[src/sv/rgse_pkg.sv]
// Shared types, constants and the gray conversion for the RGB gray Sobel edge filter.
// Depends on nothing; rgse_window and the core refer to it by scoped names.
package rgse_pkg;

   // Longest row the line store can hold.
   localparam int MaxWidth = 2048;
   localparam int AddrW    = $clog2(MaxWidth);
   // Holds the effective width plus one (the tail of a frame still owed).
   localparam int PendW    = $clog2(MaxWidth + 2);
   localparam int DimW     = 12;
   localparam int CmpW     = (PendW > DimW) ? PendW : DimW;
   localparam int MinDim   = 3;
   localparam int PixW     = 8;
   localparam int CsrIdxW  = 2;

   localparam logic [DimW-1:0] FrameWidthReset  = DimW'(640);
   localparam logic [DimW-1:0] FrameHeightReset = DimW'(480);

   localparam logic [CsrIdxW-1:0] CsrFrameWidth  = CsrIdxW'(0);
   localparam logic [CsrIdxW-1:0] CsrFrameHeight = CsrIdxW'(1);

   // Luma weights in 0.16 fixed point.
   localparam logic [15:0] GrayRedCoef   = 16'd13933;
   localparam logic [15:0] GrayGreenCoef = 16'd46872;
   localparam logic [15:0] GrayBlueCoef  = 16'd4732;

   localparam logic [PixW-1:0] PixMax = PixW'(255);

   typedef enum logic {
      OP_PIXEL = 1'b0,
      OP_FLUSH = 1'b1
   } op_type;

   typedef struct packed {
      logic [PixW-1:0] top;
      logic [PixW-1:0] mid;
      logic [PixW-1:0] bot;
   } win_col_type;

   typedef struct packed {
      logic        shift;
      win_col_type col;
   } win_ctl_type;

   // Each product is truncated on its own before the sum; the sum never exceeds 254.
   function automatic logic [PixW-1:0] to_gray(input logic [PixW-1:0] r,
                                               input logic [PixW-1:0] g,
                                               input logic [PixW-1:0] b);
      logic [23:0] pr;
      logic [23:0] pg;
      logic [23:0] pb;
      logic [9:0]  sum;
      pr  = 24'(r) * 24'(GrayRedCoef);
      pg  = 24'(g) * 24'(GrayGreenCoef);
      pb  = 24'(b) * 24'(GrayBlueCoef);
      sum = 10'(pr[23:16]) + 10'(pg[23:16]) + 10'(pb[23:16]);
      return sum[PixW-1:0];
   endfunction

endpackage

[src/sv/rgse_window.sv]
// 3x3 gray window and the Sobel L1 magnitude of its current contents.
// Depends on rgse_pkg for the column struct and pixel width.
module rgse_window (
   input  logic                    clock,
   input  logic                    reset,
   input  rgse_pkg::win_ctl_type   win_ctl,
   output logic [rgse_pkg::PixW-1:0] center,
   output logic [rgse_pkg::PixW-1:0] magnitude
);

   logic [rgse_pkg::PixW-1:0] win_ff [9];
   logic [rgse_pkg::PixW-1:0] win_in [9];
   logic [9:0]  gx_pos;
   logic [9:0]  gx_neg;
   logic [9:0]  gy_pos;
   logic [9:0]  gy_neg;
   logic [9:0]  gx_abs;
   logic [9:0]  gy_abs;
   logic [10:0] mag_sum;

   // Rows shift one column left; the new right column is the line store word and the gray pixel.
   always_comb begin
      for (int i = 0; i < 3; i++) begin
         win_in[i*3]     = win_ff[i*3 + 1];
         win_in[i*3 + 1] = win_ff[i*3 + 2];
      end
      win_in[2] = win_ctl.col.top;
      win_in[5] = win_ctl.col.mid;
      win_in[8] = win_ctl.col.bot;
   end

   always_ff @(posedge clock) begin
      if (reset) begin
         for (int i = 0; i < 9; i++) begin
            win_ff[i] <= '0;
         end
      end else if (win_ctl.shift) begin
         for (int i = 0; i < 9; i++) begin
            win_ff[i] <= win_in[i];
         end
      end
   end

   always_comb begin
      gx_pos  = 10'(win_ff[2]) + {1'b0, win_ff[5], 1'b0} + 10'(win_ff[8]);
      gx_neg  = 10'(win_ff[0]) + {1'b0, win_ff[3], 1'b0} + 10'(win_ff[6]);
      gy_pos  = 10'(win_ff[0]) + {1'b0, win_ff[1], 1'b0} + 10'(win_ff[2]);
      gy_neg  = 10'(win_ff[6]) + {1'b0, win_ff[7], 1'b0} + 10'(win_ff[8]);
      gx_abs  = (gx_pos >= gx_neg) ? (gx_pos - gx_neg) : (gx_neg - gx_pos);
      gy_abs  = (gy_pos >= gy_neg) ? (gy_pos - gy_neg) : (gy_neg - gy_pos);
      mag_sum = 11'(gx_abs) + 11'(gy_abs);
      if (mag_sum > 11'(rgse_pkg::PixMax)) begin
         magnitude = rgse_pkg::PixMax;
      end else begin
         magnitude = mag_sum[rgse_pkg::PixW-1:0];
      end
   end

   assign center = win_ff[4];

endmodule

[config.mk]
export PLATFORM = sky130hd
export DESIGN_NAME = rgse_window
export DESIGN_NICKNAME = d
export VERILOG_FILES = /design/src/sv/rgse_pkg.sv /design/src/sv/rgse_window.sv
export SDC_FILE = /design/constraint.sdc
export NUM_CORES = 1
export LEC_CHECK = 0
export BUFFER_PORTS_ARGS = -buffer_cell sky130_fd_sc_hd__clkbuf_2
export CORE_ASPECT_RATIO = 1.4
export CORE_MARGIN = 5
export CORE_UTILIZATION = 69
export CTS_BUF_LIST = sky130_fd_sc_hd__clkbuf_8
export DETAILED_ROUTE_END_ITERATION = 7
export GPL_TIMING_DRIVEN = 1
export PLACE_DENSITY = 0.89
export SLEW_MARGIN = 30
export SYNTH_ARGS = -nofsm -noshare
export SYNTH_HDL_FRONTEND = slang
export SYNTH_SLANG_ARGS = --single-unit
[constraint.sdc]
create_clock -name clock -period 9.66 [get_ports clock]
set_input_delay 0.966 -clock clock [delete_from_list [all_inputs] [get_ports clock]]
set_output_delay 0.966 -clock clock [all_outputs]
set_load 0.05 [all_outputs]
Word level (Yosys, flattened, before mapping)

Memory sizes are Yosys's and may differ from the RTL's.
Index checks and enable logic that the tools add are counted.

Bits in registers: 0
Latch bits: 0
Memory bits (writable): 72
Memory bits (read-only): 0
Input port bits: 27
Output and inout port bits: 16
Logic and storage cells: 43
Memories: 1

Add/sub/neg operators: 13
$mul: 0
Divide/modulo/power cells: 0
$lt $le $gt $ge: 3
Equal/unequal tests: 0
Shifts and indexed selects: 0
Multiplexer cells: 17
Bitwise operators: 9
Reduce and logical (&&, ||, !) cells: 0

Memories:

| memory | words | width | read ports | clocked after Yosys merged registers in | write ports | RTL line          | text |
|---|---|---|---|---|---|---|---|
| win_ff | 9     | 8     | 9          | 0                                       | 9           | rgse_window.sv:11 | `logic [rgse_pkg::PixW-1:0] win_ff [9];` |

Operators by type and width:

| cell                | number |
|---|---|
| $mux 8              | 10 |
| $add 10x8->10       | 4 |
| $add 8x9->10        | 4 |
| $sub 10x10->10      | 4 |
| $ge 10x10->1        | 2 |
| $mux 10             | 2 |
| $add 10x10->11      | 1 |
| $gt 11x8->1 const B | 1 |
| $or 1x1->1          | 9 |
| $mux 1              | 5 |

Longest topological paths before layout

Gate-level depths: netlist of run 1.

Depth after elaboration: 7
Gate-level depth with buffers: 28
Mapped depth without buffers: 26

Worst setup path before layout of run 1

Ideal clock, no wire load.

Kind: register -> output
From: memory win_ff[0][17] (netlist bit)
To: output port magnitude[2] (netlist bit)
Data arrival time: 5.808 ns
Data required time: 8.694 ns
Path slack: 2.886 ns
Cell stages (with the launch flop): 25
Buffers on the path: 2
Cell sequence: edfxtp_1 > inv_1 > fa_1 > inv_1 > ha_1 > fa_1 > a21o_1 > a21oi_1 > o21bai_1 > a21oi_1 > xor2_1 > ha_1 > clkbuf_2 > a21oi_1 > o21ai_1 > o31ai_4 > buf_6 > mux2_2 > fa_1 > a21o_1 > a21oi_1 > o21bai_1 > o31ai_1 > mux2i_1 > nand2b_1

RTL lines:

| item            | RTL line          | text |
|---|---|---|
| start, declared | rgse_window.sv:11 |  |
| end, declared   | rgse_window.sv:8  | `output logic [rgse_pkg::PixW-1:0] magnitude` |

==> results of run 1 <==
-- critical path, delay by kind of cell, from the launching register on --
kind                     cells  cell delay, ps
AO/OA/AOI/OAI               11            2440
adder cells (fa/ha/maj)      5            2020
multiplexers                 2             920
buffers and inverters        3             400
flip-flops                   1             350
XOR/XNOR                     1             230
AND/OR/NAND/NOR              1             180
-- metrics by stage --
| step | instance area, um2 | instances | hold WS [ps] |
|---|---|---|---|
| 2_1_floorplan | 6940 | 689 | 525 |
| 3_3_place_gp | 7180 | 841 | 529 |
| 3_5_place_dp | 7180 | 841 | 538 |
| 4_1_cts | 7360 | 856 | 551 |
| 5_1_grt | 7370 | 857 | 578 |
| 6_report | 7370 | 857 | 547 |
-- per-layer routing --
| metal | track usage | routed length [um] |
|---|---|---|
| met3 | 0.0228 | 479 |
| met1 | 0.271 | 5370 |
| met2 | 0.461 | 7620 |
| met4 | 0.133 | 669 |
| met5 | 0 | 0 |
-- final cells by class --
class | instances | area (um2) | share of cell area
Multi-Input combinational cell | 497 | 4280 | 0.580
Sequential cell | 72 | 2160 | 0.293
Inverter | 94 | 353 | 0.0479
Timing Repair Buffer | 44 | 233 | 0.0316
Tap cell | 135 | 169 | 0.0229
Clock buffer | 9 | 124 | 0.0168
Clock inverter | 6 | 53.8 | 0.00730
-- cell families after synthesis --
logic type	Yosys count
adders and majority gates	121
buffers and inverters	120
AOI/OAI and AO/OA	132
DFF	72
and+or+nand+nor	179
xor gates and xnor gates	53
muxes	12
-- cells in the final DEF, fill, tap and decap left out, types with 2 or more instances in the layout --
master | synthesis | final
and2_1 | 74 | 74
edfxtp_1 | 72 | 72
o21ai_0 | 23 | 23
a211oi_1 | 3 | 3
fa_1 | 37 | 37
xnor2_1 | 26 | 26
nor2b_1 | 10 | 9
inv_1 | 94 | 96
a31oi_1 | 6 | 6
o41ai_2 | 3 | 3
clkbuf_8 | 0 | 9
xor2_1 | 27 | 27
ha_1 | 84 | 84
o31ai_4 | 2 | 2
o21ai_1 | 2 | 2
mux2_2 | 2 | 2
a21oi_1 | 41 | 41
nand3_1 | 7 | 7
nor4_1 | 3 | 3
nand2b_1 | 15 | 15
or2_1 | 2 | 2
o41ai_1 | 2 | 2
clkbuf_2 | 2 | 42
o32a_1 | 2 | 2
nor2_1 | 33 | 33
o21a_1 | 12 | 12
o21bai_1 | 5 | 5
nor3_1 | 11 | 11
mux2i_1 | 10 | 10
nand4_1 | 3 | 3
or3_1 | 2 | 2
nand2_1 | 15 | 15
or2_2 | 3 | 3
a21o_1 | 15 | 15
o41a_1 | 2 | 2
-- final timing paths --
kind,from,to,slack (ps),cells past startpoint
min reg2reg,win_ff[0][35]$_SDFFCE_PN0P_,win_ff[0][27]$_SDFFCE_PN0P_,550,1
min,win_ff[0][35]$_SDFFCE_PN0P_,win_ff[0][27]$_SDFFCE_PN0P_,550,1
max reg2reg,win_ff[0][22]$_SDFFCE_PN0P_,win_ff[0][14]$_SDFFCE_PN0P_,8720,1
max,win_ff[0][17]$_SDFFCE_PN0P_,magnitude[4],1800,23
==> impl_results.md, run 1 <==
- Outcome: complete, no violations
- DRC viols: 0
- Total Routing Usage GR: 0.247
- Die area: 12200 um2
- Largest Register: win_ff
- Synth Cell Area: 6940 um2
- HPWL after DPL: 11.7 mm
- Vias: 4897
- Setup CP Type: reg2out
- Io pins: 43
- CTS Buf Count: 9
- Maximum clock path buffer count: 2
- DRT Wirelength: 14.1 mm
- Synth Area in Adders: 0.258
- H-tree Lvls: 3
- Seq/Total Area, Yosys: 0.311
- Slew Viols, Final: 0
- Biggest cell delay along the critical path: 590 ps
- IO Port Bufs: 42
- Arr. time, crit path: 6890 ps
- Initial antenna violation count: 0
- Number of buffers added for setup after CTS: 0
- Critical Path End Type: output port
- Vias per inst: 5.71
- Worst-skew pair later-pin latency: 340 ps
- Post-synth top flop: edfxtp_1
- Syn Nets: 837
- N_diodes: 0
- Post-synthesis compound-gate area fraction: 0.132
- Yosys top cell area share: 0.311
- Largest family of logic cells by synthesized area: adder cells
- Register bit total from synthesis: 72
- Die width: 94.8 um
- Ys async rst share: 0
- Area of the core: 9900 um2
- Final period utilization: 0.813
- Most common cell in the netlist: inv_1
- # rows: 43
- Initial DRT Pass Iterations: 7
- Largest net degree at the start of global routing: 73
- Proportion of layout cells with a drive suffix above 1: 0.0997
- Clock period minus worst slack: 7860 ps
- Setup TNS: 0 ps
- Warnings, synthesis: 0
- Slowest cell on the critical path: o31ai_4
- CP max FO: 14
- RSZ-0062 raised after global routing: no
- Initial Util: 0.701
- Hold bufs inserted after CTS: 0
- CTS sink count: 72
- Fillers: 711
- Worst Clk Skew: 9.66 ps
- Clock root buffer master: clkbuf_8
- Vias in the first global route: 5017
- Hold/Removal Path Class: reg2reg
- Final setup violation count: 0
- Post-Synth XOR/XNOR Area: 0.0669
- CP most frequent cell: a21oi_1
- Mapped Cells: 689
- Nets: 866
- Least-Margin Pin Slew: 649 ps
- Area grow syn2layout: 6.18%
- Gates resized, CTS repair: 0
- Routability Congestion: 0.901
- Multiplexer area fraction after synthesis: 0.0177
- Maxcap violations: 0
- Final WS setup: 1800 ps
- Largest cells by area after synthesis: edfxtp_1 31%, ha_1 15%, fa_1 11%, and2_1 6.7%, inv_1 5.1%
- TritonCTS clock tree: yes
- Hold Fails Final Rpt: 0
- Total gr overflow: 0
- Cell Chain, Critical Path: inv_1, fa_1, inv_1, ha_1, fa_1, a21o_1, a21oi_1, o21bai_1, a21oi_1, xor2_1, ha_1, a21oi_1, o21ai_1, o31ai_4, mux2_2, fa_1, a21o_1, a21oi_1, o21bai_1, o31ai_1, mux2i_1, nand2b_1, clkbuf_2
- Startpoint Class: register
- Biggest regs: win_ff: 72 flops
- Synth unique cells: 53
- Initial DRC count: 210
- Worst EP required: 8690 ps
- Number of flip-flops in the largest register: 72
- Syn Area/Cell: 10.1 um2
- DRT antenna net count: 0
- Fmax: 127 MHz
- Post-synth EDFFs: 72
- Slew HR: 0.567
- Largest area contributor in the synthesized netlist: edfxtp_1
- Worst-path clk slew: 70 ps
- Routed length per instance: 16.5 um
- Post-Route Utilization: 0.745
- First-pass GRT wire length: 23.3 mm
- Post-Synth Simple-Gate Area: 0.141
- DIE HEIGHT: 129 um
- Pre-CTS setup slack: 2250 ps
- Commonest cells in the netlist: 94 x inv_1, 84 x ha_1, 74 x and2_1
Power of run 1 is left out: the tool's default activity adds up to more than one toggle a clock period on the data nets, which glitch-free logic cannot reach.
==> run 2, diff against run 1 <==
CORE_UTILIZATION = 58   (was 69)
PLACE_DENSITY = 0.8   (was 0.89)
clock period = 6.4 ns   (was 9.66 ns; I/O delays follow)
==> run 2 against run 1 <==
  * The flow now finishes with violations (setup timing)
  * First-iteration DRC count increased by 9.5%
  * Flip-flop and latch count unchanged
  * Final cell count is 6.0% higher
  * Via count grew 2.9%
  * Critical path type unchanged
==> impl_results.md, run 2 (synthesis results as in run 1) <==
- Outcome: complete, but fails checks
- Failing checks: setup timing
- DRT Wirelength: 15.5 mm (+9.8%)
- Biggest cell delay along the critical path: 570 ps (-20 ps)
- FF-to-FF Start: win_ff[0][67]$_SDFFCE_PN0P_
- CP most frequent cell: a21oi_2
- Hold Fails Final Rpt: 0 (unchanged)
- DRT antenna net count: 0 (unchanged)
- IO Port Bufs: 42 (unchanged)
- Setup CP Type: reg2out
- CTS sink count: 72 (unchanged)
- Final setup violation count: 8 (+8)
- Worst EP required: 5760 ps (-2930 ps)
- Total gr overflow: 0 (unchanged)
- Die width: 102 um (+8.1%)
- Vias per inst: 5.55 (-2.9%)
- Area of the core: 11800 um2 (+19%)
- Number of flip-flops in the largest register: 72 (unchanged)
- DRC viols: 0 (unchanged)
- Largest Register: win_ff
- Arr. time, crit path: 5920 ps (-970 ps)
- Final period utilization: 1.03
- Critical Path End Type: output port
- Clock root buffer master: clkbuf_8
- Biggest regs: win_ff: 72 flops
- R2r setup slk: 5390 ps (-3330 ps)
- Worst Clk Skew: 9.71 ps (+0.0568 ps)
- CP max FO: 8 (-6)
- Final WS setup: -165 ps (-1970 ps)
- Initial DRC count: 230 (+9.5%)
- N_diodes: 0 (unchanged)
- Slowest cell on the critical path: fa_1
- Initial antenna violation count: 0 (unchanged)
- Startpoint Class: register
- TritonCTS clock tree: yes
- Hold/Removal Path Class: reg2reg
- Clock period minus worst slack: 6560 ps
- Hold bufs inserted after CTS: 0 (unchanged)
- Worst-case reg-to-reg path depth: 2 (+1)
- Area grow syn2layout: 15.1%
- Fmax: 152 MHz
- Routed length per instance: 17.1 um (+3.6%)
- First-pass GRT wire length: 24.9 mm (+6.6%)
- Proportion of layout cells with a drive suffix above 1: 0.200 (+0.100)
- Initial DRT Pass Iterations: 4 (-3)
- Io pins: 43 (unchanged)
- CTS Buf Count: 9 (unchanged)
- Pre-CTS setup slack: -99.3 ps (-2350 ps)
- Vias: 5040 (+2.9%)
- Least-Margin Pin Slew: 646 ps (-2.50 ps)
- Area after DPL: 7420 um2 (+3.3%)
- Worst hold start: win_ff[0][39]$_SDFFCE_PN0P_
- HPWL after DPL: 12.2 mm (+3.9%)
- Most frequent cells in the layout: 90 x inv_1, 81 x ha_1, 74 x and2_1
- Routability Congestion: 0.949 (+5.3%)
- Slew HR: 0.569 (+0.00259)
- Maximum clock path buffer count: 2 (unchanged)
- Largest net degree at the start of global routing: 45 (-38%)
- DIE HEIGHT: 139 um (+8.4%)
- # rows: 47 (+9.3%)
- R2R Path End: win_ff[0][59]$_SDFFCE_PN0P_
- Total Routing Usage GR: 0.222 (-0.0254)
- Maxcap violations: 0 (unchanged)
- Hold Crit Endpoint: win_ff[0][31]$_SDFFCE_PN0P_
- RSZ-0062 raised after global routing: yes
- Nets: 904 (+4.4%)
- Slew Viols, Final: 0 (unchanged)
- Worst-path clk slew: 80 ps (about the same)
- Die area: 14300 um2 (+17%)
- Most common cell after layout, fill and taps aside: inv_1
- Initial Util: 0.590 (-0.111)
- H-tree Lvls: 3 (unchanged)
- Worst-skew pair later-pin latency: 340 ps (about the same)
- Vias in the first global route: 5236 (+4.4%)
- Worst Hold Path Cells: 1 (unchanged)
- Fin area: 7990 um2 (+8.4%)
- Post-Route Utilization: 0.679 (-0.0652)
run 2: cell types whose count changed in the layout (fill, tap and decap cells not counted), sizes merged:
cell	change
clkbuf	-8
bufinv	+1
buf	+46
run 2: worst max path at each step:
stage	startpoint	endpoint	slack, ps	cells past startpoint
floorplan	win_ff[0][17]$_SDFFCE_PN0P_	magnitude[0]	-10	24
global placement	win_ff[0][17]$_SDFFCE_PN0P_	magnitude[6]	90	24
detailed placement	win_ff[0][17]$_SDFFCE_PN0P_	magnitude[6]	-100	24
CTS	win_ff[0][66]$_SDFFCE_PN0P_	magnitude[7]	-110	25
global route	win_ff[0][17]$_SDFFCE_PN0P_	magnitude[0]	-410	26
finish	win_ff[0][17]$_SDFFCE_PN0P_	magnitude[7]	-160	26
run 2: area by class of cell:
class / instances / area (um2)
sequential: 72 / 2160
inverter: 94 / 353
timing repair buffer: 82 / 642
multi-input combinational: 497 / 4440
fill: 881 / 3770
clock inverter: 7 / 88.8
tap: 147 / 184
clock buffer: 9 / 124
run 2: repair_timing:
action | CTS | global route
cloned | 0 | 0
buffers inserted | 17 | 5
pin swaps | 28 | 21
gates resized for setup | 42 | 17
setup endpoints to repair | 8 | 8
run 2: routing by layer:
layer | vias up | track usage | wire length (um)
li1 | 2456 | - | -
met5 | - | 0 | 0
met4 | 0 | 0.110 | 732
met3 | 44 | 0.0230 | 472
met1 | 2403 | 0.249 | 5870
met2 | 137 | 0.405 | 8440
run 2: per-stage QoR:
step | setup TNS, ps | cells | hold slack, ps
final | -1220 | 908 | 556
after global routing | -3210 | 908 | 563
after global placement | 0 | 869 | 529
after CTS | -811 | 903 | 555
after detailed placement | -431 | 870 | 539
after floorplan | -27.1 | 689 | 525
run 2: critical path: cells and delay by family (launching register included):
kind / cells / cell delay [ps]
AO/OA/AOI/OAI: 11 / 2040
XOR/XNOR: 2 / 320
adder cells (fa/ha/maj): 5 / 1770
buffers and inverters: 5 / 610
flip-flops: 1 / 380
multiplexers: 2 / 340
AND/OR/NAND/NOR: 1 / 150
Power of run 2 is left out for the same reason.
==> run 3, diff against run 2 <==
GPL_TIMING_DRIVEN = 0   (was 1)
==> run 3 against run 2 <==
  * Sequential share of layout area down 0.36 points
  * Worst hold slack got worse by 8.2 ps
  * Flip-flop and latch count is the same
  * Critical path depth fell by 1
  * Largest cell class unchanged
  * Worst setup slack improved by 21 ps
  * The run still ends with setup timing left
  * Critical endpoint unchanged
  * Critical path type unchanged
==> impl_results.md, run 3 (synthesis results as in run 1) <==
- CP max FO: 7 (-1)
- Total gr overflow: 0 (unchanged)
- DIE HEIGHT: 139 um (unchanged)
- Die area: 14300 um2 (unchanged)
- HPWL after DPL: 11.8 mm (-2.8%)
- CTS Buf Count: 9 (unchanged)
- Outcome: complete, but fails checks
- IO Port Bufs: 42 (unchanged)
- Most frequent cells in the layout: 91 x inv_1, 74 x and2_1, 72 x edfxtp_1
- Maxcap violations: 0 (unchanged)
- First-pass GRT wire length: 25.2 mm (+1.2%)
- Io pins: 43 (unchanged)
- Biggest cell delay along the critical path: 590 ps (+20 ps)
- Proportion of layout cells with a drive suffix above 1: 0.224 (+0.0242)
- Initial DRC count: 150 (-35%)
- Largest net degree at the start of global routing: 49 (+8.9%)
- Routability Congestion: 0.935 (-1.4%)
- Setup TNS: -882 ps (+338 ps)
- Routed length per instance: 16.5 um (-3.2%)
- Setup CP Type: reg2out
- Biggest regs: win_ff: 72 flops
- Maximum clock path buffer count: 2 (unchanged)
- Slew HR: 0.698 (+0.129)
- # rows: 47 (unchanged)
- Vias per inst: 5.48 (-1.3%)
- DRT antenna net count: 0 (unchanged)
- Worst Clk Skew: 8.03 ps (-1.68 ps)
- Slowest cell on the critical path: fa_1
- Final WS setup: -144 ps (+20.6 ps)
- Initial DRT Pass Iterations: 4 (unchanged)
- DRC viols: 0 (unchanged)
- Vias: 5062 (+0.44%)
- Critical Path End Type: output port
- Initial Util: 0.590 (unchanged)
- Worst EP required: 5760 ps (about the same)
- Placed insts: 879 (+1.0%)
- Final setup violation count: 8 (unchanged)
- Failing checks: setup timing
- Total Routing Usage GR: 0.224 (+0.00177)
- Clock period minus worst slack: 6540 ps (-20.6 ps)
- CTS sink count: 72 (unchanged)
- Most common cell after layout, fill and taps aside: inv_1
- Area grow syn2layout: 16.7%
- Clock root buffer master: clkbuf_8
- Least-Margin Pin Slew: 450 ps (-196 ps)
- Hold bufs inserted after CTS: 0 (unchanged)
- Hold Fails Final Rpt: 0 (unchanged)
- N_diodes: 0 (unchanged)
- Nets: 920 (+1.8%)
- Area of the core: 11800 um2 (unchanged)
- TritonCTS clock tree: yes
- Worst-path clk slew: 70 ps (about the same)
- Die width: 102 um (unchanged)
- Slew Viols, Final: 0 (unchanged)
- Startpoint Class: register
- Initial antenna violation count: 0 (unchanged)
- RSZ-0062 raised after global routing: yes
- Largest Register: win_ff
- Final period utilization: 1.02 (-0.00322)
- Final Non-Filler Cells: 924 (+1.8%)
- Vias in the first global route: 5345 (+2.1%)
- Fmax: 153 MHz (+0.32%)
- Hold/Removal Path Class: reg2reg
- Crit-path leading delay family: adder cells
- Arr. time, crit path: 5900 ps (-20 ps)
- Bufs and invs on worst path: 4 (-1)
- Number of flip-flops in the largest register: 72 (unchanged)
- H-tree Lvls: 3 (unchanged)
- DRT Wirelength: 15.3 mm (-1.5%)
- Worst-skew pair later-pin latency: 340 ps (about the same)
[run 3: cell type report]
cell class              instances  area [um2]
multi-input cells             497        4540
fillers                       876        3660
flip-flops and latches         72        2160
repair buffers                 75         558
inverters                      94         353
well taps                     147         184
plain buffers                  23         144
clock buffers                   9         124
clock inverters                 7        31.3
[run 3: path summary, 6_finish.rpt]
check                               from  depth (start not counted)                           to  slack [ps]
max           win_ff[0][2]$_SDFFCE_PN0P_                         25                 magnitude[7]        -140
min          win_ff[0][12]$_SDFFCE_PN0P_                          1   win_ff[0][4]$_SDFFCE_PN0P_         550
max reg2reg  win_ff[0][18]$_SDFFCE_PN0P_                          2  win_ff[0][10]$_SDFFCE_PN0P_        5330
min reg2reg  win_ff[0][12]$_SDFFCE_PN0P_                          1   win_ff[0][4]$_SDFFCE_PN0P_         550
[run 3: what timing repair did]
item,in CTS,in global routing
endpoints found under the setup margin,8,8
pin swaps,36,21
buffers inserted,25,7
resized for setup,61,29
[run 3: metrics by stage]
stage               worst slack (ps)  hold slack (ps)   util  cell area [um2]
finish                          -144              548  0.689             8100
global route                    -445              565  0.689             8100
CTS                            -90.8              554  0.677             7960
detailed placement              -757              536  0.627             7370
global placement                -685              532  0.625             7350
floorplan                      -13.5              525      -             6960
[run 3: routing by layer]
layer / GRT usage / vias up / routed length (um)
met5: 0 / - / 0
met3: 0.0205 / 45 / 483
met1: 0.248 / 2414 / 5740
met4: 0.105 / 0 / 825
li1: - / 2480 / -
met2: 0.416 / 123 / 8230
Power of run 3 is left out for the same reason.
